### src/sv/ipatc_pkg.sv
// shared types, character codes and helpers of the address text classifier
`default_nettype none

package ipatc_pkg;

	// character codes
	localparam logic [7:0] CH_NUL   = 8'h00;
	localparam logic [7:0] CH_DOT   = 8'h2e;
	localparam logic [7:0] CH_COLON = 8'h3a;
	localparam logic [7:0] CH_ZERO  = 8'h30;
	localparam logic [7:0] CH_NINE  = 8'h39;
	localparam logic [7:0] CH_LA    = 8'h61;
	localparam logic [7:0] CH_LF    = 8'h66;
	localparam logic [7:0] CH_UA    = 8'h41;
	localparam logic [7:0] CH_UF    = 8'h46;

	// counter limits
	localparam int DIG_W   = 3;
	localparam int OCT_W   = 9;
	localparam int DOTS_W  = 3;
	localparam int COL_W   = 4;
	localparam int DBL_W   = 2;

	localparam logic [DIG_W-1:0]  DIG_MAX    = '1;
	localparam logic [OCT_W-1:0]  OCT_MAX    = '1;
	localparam logic [DOTS_W-1:0] DOTS_MAX   = '1;
	localparam logic [COL_W-1:0]  COL_MAX    = '1;
	localparam logic [DBL_W-1:0]  DBL_MAX    = '1;
	localparam logic [OCT_W-1:0]  OCT_LIMIT  = 9'd255;
	localparam logic [DIG_W-1:0]  QUAD_DIGS  = 3'd3;
	localparam logic [DOTS_W-1:0] QUAD_DOTS  = 3'd3;
	localparam logic [DIG_W-1:0]  HEX_DIGS   = 3'd4;
	localparam logic [COL_W-1:0]  COL_FULL   = 4'd7;
	localparam logic [COL_W-1:0]  COL_MIN    = 4'd2;

	// register map
	localparam int PADDR_W = 3;
	localparam logic REG_IPV6_EN = 1'b0;

	// result kinds
	typedef enum logic [1:0] {
		KIND_NONE = 2'd0,
		KIND_IPV4 = 2'd1,
		KIND_IPV6 = 2'd2
	} kind_t;

	// checker control: feed a character or return to the start
	typedef struct packed {
		logic feed;
		logic clear;
	} chk_ctl_t;

	// hex/colon checker summary
	typedef struct packed {
		logic base_ok;
		logic hex_only;
		logic tail_allowed;
	} hex_stat_t;

	function automatic logic is_dec(input logic [7:0] c);
		return (c >= CH_ZERO) && (c <= CH_NINE);
	endfunction

	function automatic logic is_hex(input logic [7:0] c);
		return is_dec(c) || ((c >= CH_LA) && (c <= CH_LF)) || ((c >= CH_UA) && (c <= CH_UF));
	endfunction

endpackage

`default_nettype wire

### src/sv/ip_address_text_classifier.sv
// top level: input register, three checkers, result register and config port
//
// Classifies an address string given one character per transfer on the
// s_tvalid/s_tready/s_tdata channel; a zero character ends the string.
// For each string exactly one result transfer leaves on m_tvalid/m_tready/
// m_tdata with the kind: 0 not an address, 1 IPv4, 2 IPv6.
// Throughput is one character per cycle while no terminator waits for the
// output register. A character is first held in the input register and
// then updates the three checkers; the result of a terminating zero goes
// from the input register into the output register and leaves from there.
// While a result waits in the output register and m_tready is low, plain
// characters still move through; only a following terminator waits in the
// input register, and s_tready drops behind it.
// The APB port holds ipv6_enable at byte address 0 (bit 0); write it only
// while no string is in flight.
// Reset clears all checker state, empties both registers and sets
// ipv6_enable to 1. After each terminator the checkers restart.
`default_nettype none

module ip_address_text_classifier (
	input  wire logic                         clk,
	input  wire logic                         arst_n,
	// input stream
	input  wire logic                         s_tvalid,
	output logic                              s_tready,
	input  wire logic [7:0]                   s_tdata,   // [7:0] ch
	// result stream
	output logic                              m_tvalid,
	input  wire logic                         m_tready,
	output logic [7:0]                        m_tdata,   // [1:0] kind, [7:2] zero
	// configuration
	input  wire logic                         psel,
	input  wire logic                         penable,
	input  wire logic                         pwrite,
	input  wire logic [ipatc_pkg::PADDR_W-1:0] paddr,
	input  wire logic [31:0]                  pwdata,
	output logic [31:0]                       prdata,
	output logic                              pready
);
	import ipatc_pkg::*;

	logic      ipv6_en_q;
	logic      valid_s1;
	logic [7:0] ch_s1;
	logic      m_valid_q;
	kind_t     kind_q;

	logic      term;
	logic      adv;
	chk_ctl_t  quad_ctl;
	chk_ctl_t  tail_ctl;
	chk_ctl_t  hex_ctl;
	logic      quad_ok;
	logic      tail_ok;
	hex_stat_t hex_stat;
	kind_t     kind_next;

	// configuration register
	assign pready = 1'b1;
	always_ff @(posedge clk or negedge arst_n) begin
		if (!arst_n) begin
			ipv6_en_q <= 1'b1;
		end else if (psel && penable && pwrite && paddr[2] == REG_IPV6_EN) begin
			ipv6_en_q <= pwdata[0];
		end
	end
	assign prdata = (paddr[2] == REG_IPV6_EN) ? {31'd0, ipv6_en_q} : 32'd0;

	// stage control: a terminator needs room in the output register
	always_comb begin
		term     = (ch_s1 == CH_NUL);
		adv      = valid_s1 && (!term || !m_valid_q || m_tready);
		s_tready = !valid_s1 || adv;

		quad_ctl.feed  = adv && !term;
		quad_ctl.clear = adv && term;
		tail_ctl.feed  = adv && !term && (ch_s1 != CH_COLON);
		tail_ctl.clear = adv && (term || ch_s1 == CH_COLON);
		hex_ctl        = quad_ctl;
	end

	// input register
	always_ff @(posedge clk or negedge arst_n) begin
		if (!arst_n) begin
			valid_s1 <= 1'b0;
		end else if (s_tready) begin
			valid_s1 <= s_tvalid;
		end
	end
	always_ff @(posedge clk) begin
		if (s_tvalid && s_tready) ch_s1 <= s_tdata;
	end

	ipatc_quad u_quad (
		.clk    (clk),
		.arst_n (arst_n),
		.ctl    (quad_ctl),
		.ch     (ch_s1),
		.ok     (quad_ok)
	);

	ipatc_quad u_tail (
		.clk    (clk),
		.arst_n (arst_n),
		.ctl    (tail_ctl),
		.ch     (ch_s1),
		.ok     (tail_ok)
	);

	ipatc_hex u_hex (
		.clk    (clk),
		.arst_n (arst_n),
		.ctl    (hex_ctl),
		.ch     (ch_s1),
		.stat   (hex_stat)
	);

	// final decision, IPv4 first
	always_comb begin
		if (quad_ok) begin
			kind_next = KIND_IPV4;
		end else if (ipv6_en_q && hex_stat.base_ok
		             && (hex_stat.hex_only || (hex_stat.tail_allowed && tail_ok))) begin
			kind_next = KIND_IPV6;
		end else begin
			kind_next = KIND_NONE;
		end
	end

	// result register
	always_ff @(posedge clk or negedge arst_n) begin
		if (!arst_n) begin
			m_valid_q <= 1'b0;
		end else if (adv && term) begin
			m_valid_q <= 1'b1;
		end else if (m_tready) begin
			m_valid_q <= 1'b0;
		end
	end
	always_ff @(posedge clk) begin
		if (adv && term) kind_q <= kind_next;
	end

	assign m_tvalid = m_valid_q;
	assign m_tdata  = {6'd0, kind_q};

endmodule

`default_nettype wire

### src/sv/ipatc_quad.sv
// dotted-quad checker: digit, octet and dot tracking with halt
`default_nettype none

module ipatc_quad (
	input  wire logic               clk,
	input  wire logic               arst_n,
	input  wire ipatc_pkg::chk_ctl_t ctl,
	input  wire logic [7:0]         ch,
	output logic                    ok
);
	import ipatc_pkg::*;

	logic [DIG_W-1:0]  dig_q;
	logic [OCT_W-1:0]  oct_q;
	logic [DOTS_W-1:0] dots_q;
	logic              halt_q;

	logic [OCT_W+3:0]  oct_next;
	logic              oct_bad;

	// octet times ten plus the new digit, saturated
	always_comb begin
		oct_next = ({4'd0, oct_q} << 3) + ({4'd0, oct_q} << 1) + {9'd0, ch[3:0] - CH_ZERO[3:0]};
		oct_bad  = (oct_q > OCT_LIMIT);
	end

	// checker state
	always_ff @(posedge clk or negedge arst_n) begin
		if (!arst_n) begin
			dig_q  <= '0;
			oct_q  <= '0;
			dots_q <= '0;
			halt_q <= 1'b0;
		end else if (ctl.clear) begin
			dig_q  <= '0;
			oct_q  <= '0;
			dots_q <= '0;
			halt_q <= 1'b0;
		end else if (ctl.feed && !halt_q) begin
			if (is_dec(ch)) begin
				oct_q <= (oct_next > {4'd0, OCT_MAX}) ? OCT_MAX : oct_next[OCT_W-1:0];
				if (dig_q != DIG_MAX) dig_q <= dig_q + 1'b1;
			end else if (ch == CH_DOT) begin
				if (dig_q == '0 || dig_q > QUAD_DIGS || oct_bad) begin
					halt_q <= 1'b1;
				end else begin
					dig_q <= '0;
					oct_q <= '0;
					if (dots_q != DOTS_MAX) dots_q <= dots_q + 1'b1;
				end
			end else begin
				dig_q  <= '0;
				halt_q <= 1'b1;
			end
		end
	end

	// complete address with four octets
	assign ok = (dots_q == QUAD_DOTS) && (dig_q != '0) && (dig_q <= QUAD_DIGS) && !oct_bad;

endmodule

`default_nettype wire

### src/sv/ipatc_hex.sv
// hex/colon checker allowing a single double colon
`default_nettype none

module ipatc_hex (
	input  wire logic                clk,
	input  wire logic                arst_n,
	input  wire ipatc_pkg::chk_ctl_t ctl,
	input  wire logic [7:0]          ch,
	output ipatc_pkg::hex_stat_t     stat
);
	import ipatc_pkg::*;

	logic [DIG_W-1:0] dig_q;
	logic             hex_only_q;
	logic [COL_W-1:0] col_q;
	logic [DBL_W-1:0] dbl_q;
	logic             halt_q;
	logic             cah_q;

	logic             dbl_hit;
	logic [DBL_W-1:0] dbl_new;

	// a colon right after a colon counts as a double colon
	always_comb begin
		dbl_hit = (dig_q == '0) && (col_q != '0);
		dbl_new = (dbl_hit && dbl_q != DBL_MAX) ? dbl_q + 1'b1 : dbl_q;
	end

	// checker state
	always_ff @(posedge clk or negedge arst_n) begin
		if (!arst_n) begin
			dig_q      <= '0;
			hex_only_q <= 1'b0;
			col_q      <= '0;
			dbl_q      <= '0;
			halt_q     <= 1'b0;
			cah_q      <= 1'b0;
		end else if (ctl.clear) begin
			dig_q      <= '0;
			hex_only_q <= 1'b0;
			col_q      <= '0;
			dbl_q      <= '0;
			halt_q     <= 1'b0;
			cah_q      <= 1'b0;
		end else if (ctl.feed) begin
			if (halt_q) begin
				if (ch == CH_COLON) cah_q <= 1'b1;
			end else if (is_hex(ch)) begin
				if (dig_q != DIG_MAX) dig_q <= dig_q + 1'b1;
				hex_only_q <= 1'b1;
			end else if (ch == CH_COLON) begin
				dbl_q <= dbl_new;
				if (dbl_hit) hex_only_q <= 1'b1;
				if (dig_q > HEX_DIGS || dbl_new > 2'd1) begin
					halt_q <= 1'b1;
				end else begin
					dig_q <= '0;
					if (col_q != COL_MAX) col_q <= col_q + 1'b1;
				end
			end else begin
				hex_only_q <= 1'b0;
				halt_q     <= 1'b1;
			end
		end
	end

	// summary for the final decision
	always_comb begin
		stat.base_ok      = (col_q >= COL_MIN) && (col_q <= COL_FULL) && (dbl_q <= 2'd1)
		                    && (dig_q <= HEX_DIGS);
		stat.hex_only     = hex_only_q;
		stat.tail_allowed = (col_q < COL_FULL) && !cah_q;
	end

endmodule

`default_nettype wire
### config.mk
export PLATFORM = sky130hd
export DESIGN_NAME = ip_address_text_classifier
export DESIGN_NICKNAME = d
export VERILOG_FILES = /design/src/sv/ipatc_pkg.sv /design/src/sv/ip_address_text_classifier.sv /design/src/sv/ipatc_quad.sv /design/src/sv/ipatc_hex.sv
export SDC_FILE = /design/constraint.sdc
export NUM_CORES = 1
export LEC_CHECK = 0
export ABC_AREA = 1
export ABC_CLOCK_PERIOD_IN_PS = 4500
export BUFFER_PORTS_ARGS = -buffer_cell sky130_fd_sc_hd__buf_2
export CAP_MARGIN = 30
export CELL_PAD_IN_SITES_DETAIL_PLACEMENT = 0
export CELL_PAD_IN_SITES_GLOBAL_PLACEMENT = 1
export CORE_UTILIZATION = 46
export CTS_BUF_LIST = sky130_fd_sc_hd__clkbuf_8
export DETAILED_ROUTE_END_ITERATION = 10
export PLACE_DENSITY_LB_ADDON = 0.2
export SYNTH_ARGS = -nofsm -noshare
export SYNTH_HDL_FRONTEND = slang
export SYNTH_HIERARCHICAL = 1
export SYNTH_SLANG_ARGS = --single-unit
### constraint.sdc
create_clock -name clk -period 4.5 [get_ports clk]
set_clock_uncertainty 0.05 [all_clocks]
set_input_delay 0.675 -clock clk [delete_from_list [all_inputs] [get_ports clk]]
set_output_delay 0.675 -clock clk [all_outputs]
set_load 0.1 [all_outputs]
# Word level (Yosys, flattened, before mapping)
# Index checks and enable logic that the tools add are counted.
[totals]
ff_bits = 57
latch_bits = 0
output_inout_bits = 43
ramBits = 0
rom_bits = 0
input_bits = 50
mem_count = 0
[classes]
shifts = 0
n_mux = 86
n_bitwise = 1
div_mod_pow = 0
order_cmp = 21
n_reduce_logical = 83
mul = 0
eq_ne = 30
addsub = 11
[op_table]
columns = ["cell", "n"]
rows = [
  ["$mux 9", 12],
  ["$mux 3", 31],
  ["$logic_and 1x1->1", 29],
  ["$mux 1", 29],
  ["$mux 4", 7],
  ["$ne 3x3->1 const B", 9],
  ["$add 12x10->13", 2],
  ["$add 13x4->13", 2],
  ["$gt 13x9->1 const B", 2],
  ["$reduce_and 3->1", 8],
  ["$reduce_bool 2->1", 11],
  ["$gt 9x8->1 const B", 2],
  ["$eq 8x6->1 const B", 2],
  ["$ge 8x7->1 const B", 2],
  ["$le 8x7->1 const B", 2],
  ["$ne 2x2->1 const B", 8],
  ["$add 3x1->3 const B", 5],
  ["$reduce_and 5->1", 3],
  ["$reduce_bool 3->1", 5],
  ["$mux 2", 7],
  ["$logic_or 1x1->1", 12],
  ["$ne 3x2->1 const B", 4],
  ["$logic_not 3->1", 3],
  ["$ge 8x6->1 const B", 1],
  ["other kinds (23)", 34],
]

# Depth between registers and ports, before layout
# Gate-level depths: netlist of run 1.
[logic_depth]
depth_word = 12
mapped_depth = 16

# Hierarchy
# The synthesis of run 1 kept the hierarchy.
[by_module_without_submodules]
columns = ["module", "cells_each", "seq_area_each_um2", "area_per_inst_um2", "n_inst"]
rows = [
  ["ipatc_quad at u_tail", 222, 400.4, 1641.6, 1],
  ["ipatc_quad at u_quad", 225, 400.4, 1610.3, 1],
  ["ipatc_hex", 130, 300.3, 948.4, 1],
  ["ip_address_text_classifier", 92, 376.6, 855.8, 1],
]

# Least setup slack after synthesis of run 1
# Ideal clock, no wire load.
[synth_timing]
kind = "input to output"
start = "input port paddr[2] (netlist name)"
end = "output port prdata[0]"
stages = 1
n_path_buf = 0
slack_ps = 1847
t_arrival_ps = 1928
cell_sequence = "nor2_1"
[synth_between]
elab_chain_cells = 1
[synth_lines]
columns = ["item", "line_no", "source"]
rows = [
  ["from (decl)", "ip_address_text_classifier.sv:35", "input wire logic [ipatc_pkg::PADDR_W-1:0] paddr,"],
  ["$mux 1", "ip_address_text_classifier.sv:67", "assign prdata = (paddr[2] == REG_IPV6_EN) ? {31'd0, ipv6_en_q} : 32'd0;"],
  ["to (decl)", "ip_address_text_classifier.sv:37", "output logic [31:0] prdata,"],
]
# Every way passes these cells.

# Worst setup path after layout of run 1
[layout_timing]
start = "register ch_s1[3]"
end = "register u_quad.oct_q[6]"
[layout_between]
elab_chain_cells = 9
elab_cells_between_ends = 22
[layout_lines]
columns = ["item", "line_no", "source"]
rows = [
  ["from (decl)", "ip_address_text_classifier.sv:44", "logic [7:0] ch_s1;"],
  ["from (signal assigned)", "ip_address_text_classifier.sv:91", "if (s_tvalid && s_tready) ch_s1 <= s_tdata;"],
  ["parallel branches: the longest is 9 deep, another holds $add 13x4->13", "-", ""],
  ["to (signal assigned)", "ipatc_quad.sv:41", "oct_q <= (oct_next > {4'd0, OCT_MAX}) ? OCT_MAX : oct_next[OCT_W-1:0];"],
  ["to (decl)", "ipatc_quad.sv:14", "logic [OCT_W-1:0] oct_q;"],
]
# Several ways; the timed one is not identified. The select of a mux whose other input is x is not followed.
# A chain may end at the register's enable or synchronous reset.

==> results.ini, run 1 <==
[sta]
finalSetupViolCount=0
fmax_mhz=344
maxSlewViolCount=0
setup_tns_ns=0
tightest_slew_ns=0.656
timing.final.hold_violations=0
slew_headroom_pct=56.0
rsz0062_at_grt=no
period_minus_slack_ns=2.91
setup_ws_ns=1.59
finalCritPeriodShare_pct=64.6

[place]
dpl.hpwl_um=7650
globalplace.congestion=0.834
io_buffers=21
place_ws_ns=1.61

[floorplanning]
io_pins=93
die_y_um=107
start_util_pct=48.1
rows=37
dieArea_um2=11400
die_width_um=107
core-area_um2=10500

[synth]
avgSynthCellArea_um2=7.56
synth_ff_type=dfrtp_1
synth_cells=669
syn_area_um2=5060
synth.distinct_cells=42
synth_edf_count=10
ys_ff_latch=57
synth-async-reset-ratio_pct=82.5
yosysWarnings=6
ys_seq_area_share_pct=29.2

[clock_tree]
clk_pin_slew_ns=0.07
cts-root-buf=clkbuf_8
h-tree-depth=3
cts_resized=0
cts_buffers=9
post_cts_buffers=0
clock_latency_ns=0.34
clock_path_buffers=2
cts_sinks=57
hold_buffers=0
cts_tree=yes

[worst_setup_path]
crit_required_ns=4.67
crit_path_start_kind=register
cp_max_fo=10
critPathCaptureType=register
worstSetupPathType=reg2reg
rr_endpoint=u_quad/oct_q[6]
worst-r2r-setup-slack_ns=1.59
r2r_cells=14
rr_startpoint=ch_s1[3]
cp.arrival_ns=3.07

[route]
ant_nets=0
drt_first_pass_iters=4
drt-initial-drc-count=138
wl_per_cell_um=11.5
viasPerCell=4.78
vias=4003
drcViolationCount=0
drt_wl_total_um=9660

[global_route]
grt_max_degree=48
antenna_found_initial=0
grt_overflow_total=0
grt_pass1_wl_um=17000
grt_usage_pct=18.6
grt_pass1_vias=3864

[cells_and_area]
ff_latch_area_um2=1480
fillCellCount=1056
final_common_cell=nand2_1
drive_above_1_share_pct=15.4
n_antenna_cell=0
mostFrequentLayoutCells=nand2_1, inv_1, ha_1
area_delta_synth_final_pct=6.16
multi_input_area_um2=3020
nNetsFinal=807

[job]
drv_cap=0

[min_path]
hp-class=in2async

[pwr]
power_density_nw_per_um2=349
p_leak_uw=0.00302
vdd_drop_max_mv=0.180

[run_status]
run_status=finished, final reports clean

==> critical path, stage by stage (launching register included) <==
cell and delay (ns):
edfxtp_1 0.56, inv_1 0.12, fa_1 0.54, inv_1 0.07, fa_1 0.48, nand3_1 0.11
nand3_1 0.12, nand2_1 0.11, nand2_1 0.05, nand2_1 0.07, nand3_2 0.11, nor2_8 0.18
nand3_1 0.10, nand2_1 0.07, nand2_1 0.05
==> state kept, by name, summed over array words and instances, names as in the netlist, 2 cells and up <==
register / count
u_tail/dots_q: 3
ch_s1: 8
u_hex/col_q: 4
u_tail/oct_q: 9
u_quad/dots_q: 3
kind_q: 2
u_hex/dig_q: 3
u_quad/dig_q: 3
u_hex/dbl_q: 2
u_quad/oct_q: 9
u_tail/dig_q: 3
==> Yosys cell counts (all sizes together) (2+ instances only) <==
cell type	count	share of area, %
conb	2	0.15
nand3	66	7.9
nor2	51	5.7
edfxtp	10	5.9
xnor2	7	1.2
dfrtp	46	23
nand4	11	1.5
ha	56	14
buf	41	6.0
a21oi	20	2.3
fa	4	1.6
xor2	5	0.87
or2	4	0.50
nor3	9	1.3
nand2	198	16
inv	103	7.7
o21ai	29	3.2
==> layout make-up <==
cell class | instances | share of cell area (%)
Clock buffer | 11 | 2.82
Tap cell | 136 | 3.17
Sequential cell | 57 | 27.5
Inverter | 103 | 7.25
Clock inverter | 5 | 0.886
Timing Repair Buffer | 22 | 2.10
Multi-Input combinational cell | 504 | 56.2
==> through the flow <==
stage | area, µm² | hold slack (ns) | std cells | util (%) | total power, µW
floorplan | 5190 | 0.329 | 705 | - | 1300
global placement | 5170 | 0.413 | 822 | 49.2 | 1400
detailed placement | 5170 | 0.423 | 822 | 49.2 | 1410
CTS | 5370 | 0.405 | 838 | 51.1 | 1910
global route | 5370 | 0.436 | 838 | 51.1 | 2030
finish | 5370 | 0.393 | 838 | 51.1 | 1870
==> power by group <==
part | switching (µW) | internal, µW | total [µW]
sequential | 63.6 | 584 | 648
clock | 200 | 280 | 480
combinational | 501 | 245 | 746
==> per-layer routing <==
metal  vias to the layer above  routed length [µm]  GRT usage, %
li1                       2112                   -             -
met1                      1816                4670          24.1
met2                        70                4640          31.9
met3                         5                 278          3.47
met4                         0                  69          4.50
met5                         -                   0             0
==> kinds of logic after synthesis <==
kind of cell,count (synthesis),synth area share [%]
AO/OA/AOI/OAI,53,6.09
other,2,0.149
XOR/XNOR,12,2.08
flip-flops,57,29.2
buffers and inverters,144,13.7
adder cells (fa/ha/maj),60,15.4
AND/OR/NAND/NOR,341,33.3
==> how the worst max path moves through the flow <==
| stage | slack, ns | cells after the start | endpoint | from |
|---|---|---|---|---|
| 2_1_floorplan | 1.85 | 1 | prdata[0] | paddr[2] |
| 3_3_place_gp | 1.63 | 14 | u_quad/oct_q[7] | ch_s1[3] |
| 3_5_place_dp | 1.61 | 14 | u_quad/oct_q[3] | ch_s1[3] |
| 4_1_cts | 1.59 | 14 | u_quad/oct_q[7] | ch_s1[3] |
| 5_1_grt | 1.32 | 14 | u_tail/oct_q[7] | ch_s1[3] |
| 6_report | 1.59 | 14 | u_quad/oct_q[6] | ch_s1[3] |
(Power assumes the default switching activity.)
==> inputs of run 2 (changes only) <==
--- a/config.mk
+++ b/config.mk
@@ -6,12 +6,12 @@
 export NUM_CORES = 1
 export LEC_CHECK = 0
 export ABC_AREA = 1
-export ABC_CLOCK_PERIOD_IN_PS = 4500
+export ABC_CLOCK_PERIOD_IN_PS = 2500
 export BUFFER_PORTS_ARGS = -buffer_cell sky130_fd_sc_hd__buf_2
 export CAP_MARGIN = 30
 export CELL_PAD_IN_SITES_DETAIL_PLACEMENT = 0
 export CELL_PAD_IN_SITES_GLOBAL_PLACEMENT = 1
-export CORE_UTILIZATION = 46
+export CORE_UTILIZATION = 38
 export CTS_BUF_LIST = sky130_fd_sc_hd__clkbuf_8
 export DETAILED_ROUTE_END_ITERATION = 10
 export PLACE_DENSITY_LB_ADDON = 0.2
==> constraint.sdc (replaced) <==
create_clock -name clk -period 2.5 [get_ports clk]
set_clock_uncertainty 0.05 [all_clocks]
set_input_delay 0.375 -clock clk [delete_from_list [all_inputs] [get_ports clk]]
set_output_delay 0.375 -clock clk [all_outputs]
set_load 0.1 [all_outputs]
==> run 2 against run 1 <==
Against the previous run:
- the flow now finishes with violations (setup timing)
- combinational power increased by 140%
- count of clock-buffer cells in the layout decreased by 2
- non-clock buffer count increased by 39
- critical path depth increased by 1
- worst hold slack got worse by 0.24 ns
- register-to-register slack got worse by 1.6 ns
- wire length increased by 14%
- flip-flop and latch count unchanged
- power increased by 99%
- sequential power increased by 77%
- setup slack got worse by 1.6 ns
- critical path type unchanged
- largest cell class unchanged
==> results.ini, run 2 (synthesized netlist as in run 1, its figures left out) <==
[cells_and_area]
area_delta_synth_final_pct=19.6
nNetsFinal=850  ; +5.3%
drive_above_1_share_pct=26.7  ; +11 points
mostFrequentLayoutCells=nand2_1, inv_1, ha_1
fillCellCount=1295  ; +23%
fin_cells=917  ; +9.4%
n_antenna_cell=0  ; unchanged
top_regs=u_quad/oct_q (9), u_tail/oct_q (9), ch_s1 (8)
final_common_cell=nand2_1

[place]
dpl.hpwl_um=8350  ; +9.2%
globalplace.congestion=0.829  ; -0.59%
io_buffers=21  ; unchanged
dp.cells=889  ; +8.2%
place_ws_ns=-0.142  ; -1.76 ns

[global_route]
antenna_found_initial=0  ; unchanged
grt_max_degree=27  ; -44%
grt_usage_pct=16.7  ; -1.9 points
grt_pass1_wl_um=18700  ; +9.6%
grt_pass1_vias=4081  ; +5.6%
grt_overflow_total=0  ; unchanged

[min_path]
hold_path_startpoint=s_tdata[7]
worstHoldPathCells=1
min_to=ch_s1[7]
hp-class=in2reg

[worst_setup_path]
cp_max_fo=5  ; -5
r2r_cells=15  ; +1
crit_path_start_kind=register
crit_family=simple AND/OR/NAND/NOR gates
cpMaxStageDelayCell=fa_1
crit_required_ns=2.68  ; -1.99 ns
critPathCaptureType=register
crit_chain=buf_6 > inv_2 > fa_1 > inv_2 > fa_2 > nand3_2 > nand2_4 > nand2_4 > nand2_2 > nand2_2 > nand2_4 > nor2_4 > nand3_2 > nand2_1 > nand2_1
cpMostUsedCell=nand2_4
cp.arrival_ns=2.69  ; -0.38 ns
rr_startpoint=ch_s1[3]
crit_buf_inv=3  ; +1
cp_slowest_stage_delay_ns=0.48  ; -0.08 ns
worstSetupPathType=reg2reg
worst-r2r-setup-slack_ns=-0.007  ; -1.60 ns
rr_endpoint=u_tail/oct_q[3]

[route]
ant_nets=0  ; unchanged
route.met3.wl_um=343  ; +23%
route.met2.wl_um=5220  ; +12%
drt_first_pass_iters=4  ; unchanged
drcViolationCount=0  ; unchanged
drt-initial-drc-count=154  ; +12%
wl_per_cell_um=12.1  ; +4.6%
viasPerCell=4.66  ; -2.5%
wl_met1_um=5340  ; +14%
drt_wl_total_um=11100  ; +14%
top_layer_used=met4
vias=4271  ; +6.7%

[pwr]
combPwrFrac_pct=47.6  ; +7.8 points
seq_power_share_pct=30.9  ; -3.7 points
power_density_nw_per_um2=615  ; +76%
p_switching_uw=1560  ; +100%
power_frac_clock_pct=21.5  ; -4.1 points
vdd_drop_max_mv=0.317  ; +76%
p_int_uw=2160  ; +95%
switching_share_pct=41.9  ; +1.1 points
p_leak_uw=0.00332  ; +10%

[clock_tree]
clock_latency_ns=0.34  ; about the same
cts_sinks=57  ; unchanged
cts-root-buf=clkbuf_8
h-tree-depth=3  ; unchanged
cts_buffers=9  ; unchanged
clock_path_buffers=2  ; unchanged
cts_tree=yes
clk_pin_slew_ns=0.06  ; about the same

[sta]
timing.final.hold_violations=0  ; unchanged
hold_slack_ns=0.157  ; -0.236 ns
period_minus_slack_ns=2.51  ; -0.399 ns
finalCritPeriodShare_pct=100  ; +36 points
setup_ws_ns=-0.00654  ; -1.60 ns
fmax_mhz=399  ; +16%
maxSlewViolCount=0  ; unchanged
finalSetupViolCount=3  ; +3
rsz0062_at_grt=yes

[run_status]
violations=setup timing
run_status=finished with violations

[floorplanning]
die_width_um=117  ; +9.8%
die_y_um=117  ; +9.8%
rows=41  ; +11%
start_util_pct=39.6  ; -8.5 points
dieArea_um2=13800  ; +21%
core-area_um2=12800  ; +22%
io_pins=93  ; unchanged

[job]
drv_cap=0  ; unchanged

-- run 2: cell types whose count changed in the layout (fill, tap and decap cells not counted), moves of 5 or more --
cell,before,now
buf_4,1,34
nand3_1,55,34
nand3_2,9,27
nand2_1,175,163
inv_1,96,89
inv_2,8,14
nand2_2,22,28
nand2_4,1,7
buf_6,0,5
ha_1,56,51
-- run 2: what timing repair did --
action                                  4_1_cts  5_1_grt
pin swaps                                    18       20
endpoints found under the setup margin       18       33
hold buffers                                  1        0
hold endpoints to repair                      3        0
gates resized for setup                      26       45
gates cloned                                  3        1
buffers inserted                              6        2
-- run 2: metal layers --
layer  vias to the layer above  track usage, %
li1                       2212               -
met5                         -               0
met1                      1968            22.0
met2                        79            27.3
met3                        12            2.97
met4                         0            5.60
-- run 2: final cells by class --
| type | instances | area [µm²] | area share, % |
|---|---|---|---|
| clock inverter | 7 | 53.8 | 0.890 |
| timing repair buffer | 61 | 442 | 7.30 |
| tap | 172 | 215 | 3.56 |
| inverter | 103 | 389 | 6.43 |
| multi-input combinational | 508 | 3350 | 55.3 |
| sequential | 57 | 1480 | 24.4 |
| clock buffer | 9 | 124 | 2.05 |
-- run 2: metrics by stage --
stage | power, µW | cell area, µm² | utilization (%) | TNS, ns
after floorplan | 2340 | 5200 | - | 0
after global placement | 2630 | 5460 | 42.8 | -1.54
after detailed placement | 2640 | 5460 | 42.8 | -1.64
after CTS | 3620 | 5820 | 45.5 | -0.0893
after global routing | 4000 | 6050 | 47.3 | -2.23
final | 3720 | 6050 | 47.3 | -0.00821
-- run 2: how the worst max path moves through the flow --
stage	from	end	cells past startpoint
after floorplan	ch_s1[3]	u_quad/oct_q[0]	14
after global placement	ch_s1[3]	u_quad/oct_q[2]	14
after detailed placement	ch_s1[3]	u_quad/oct_q[1]	14
after CTS	ch_s1[3]	u_tail/oct_q[3]	15
after global routing	ch_s1[3]	u_quad/oct_q[7]	14
final	ch_s1[3]	u_tail/oct_q[3]	15
-- run 2: power by group through the flow --
stage	registers, µW	logic (µW)	clock network [µW]
2_1_floorplan	1150	1190	0
3_3_place_gp	1160	1470	0
3_5_place_dp	1160	1480	0
4_1_cts	1140	1630	842
5_1_grt	1170	1960	875
6_report	1150	1770	802
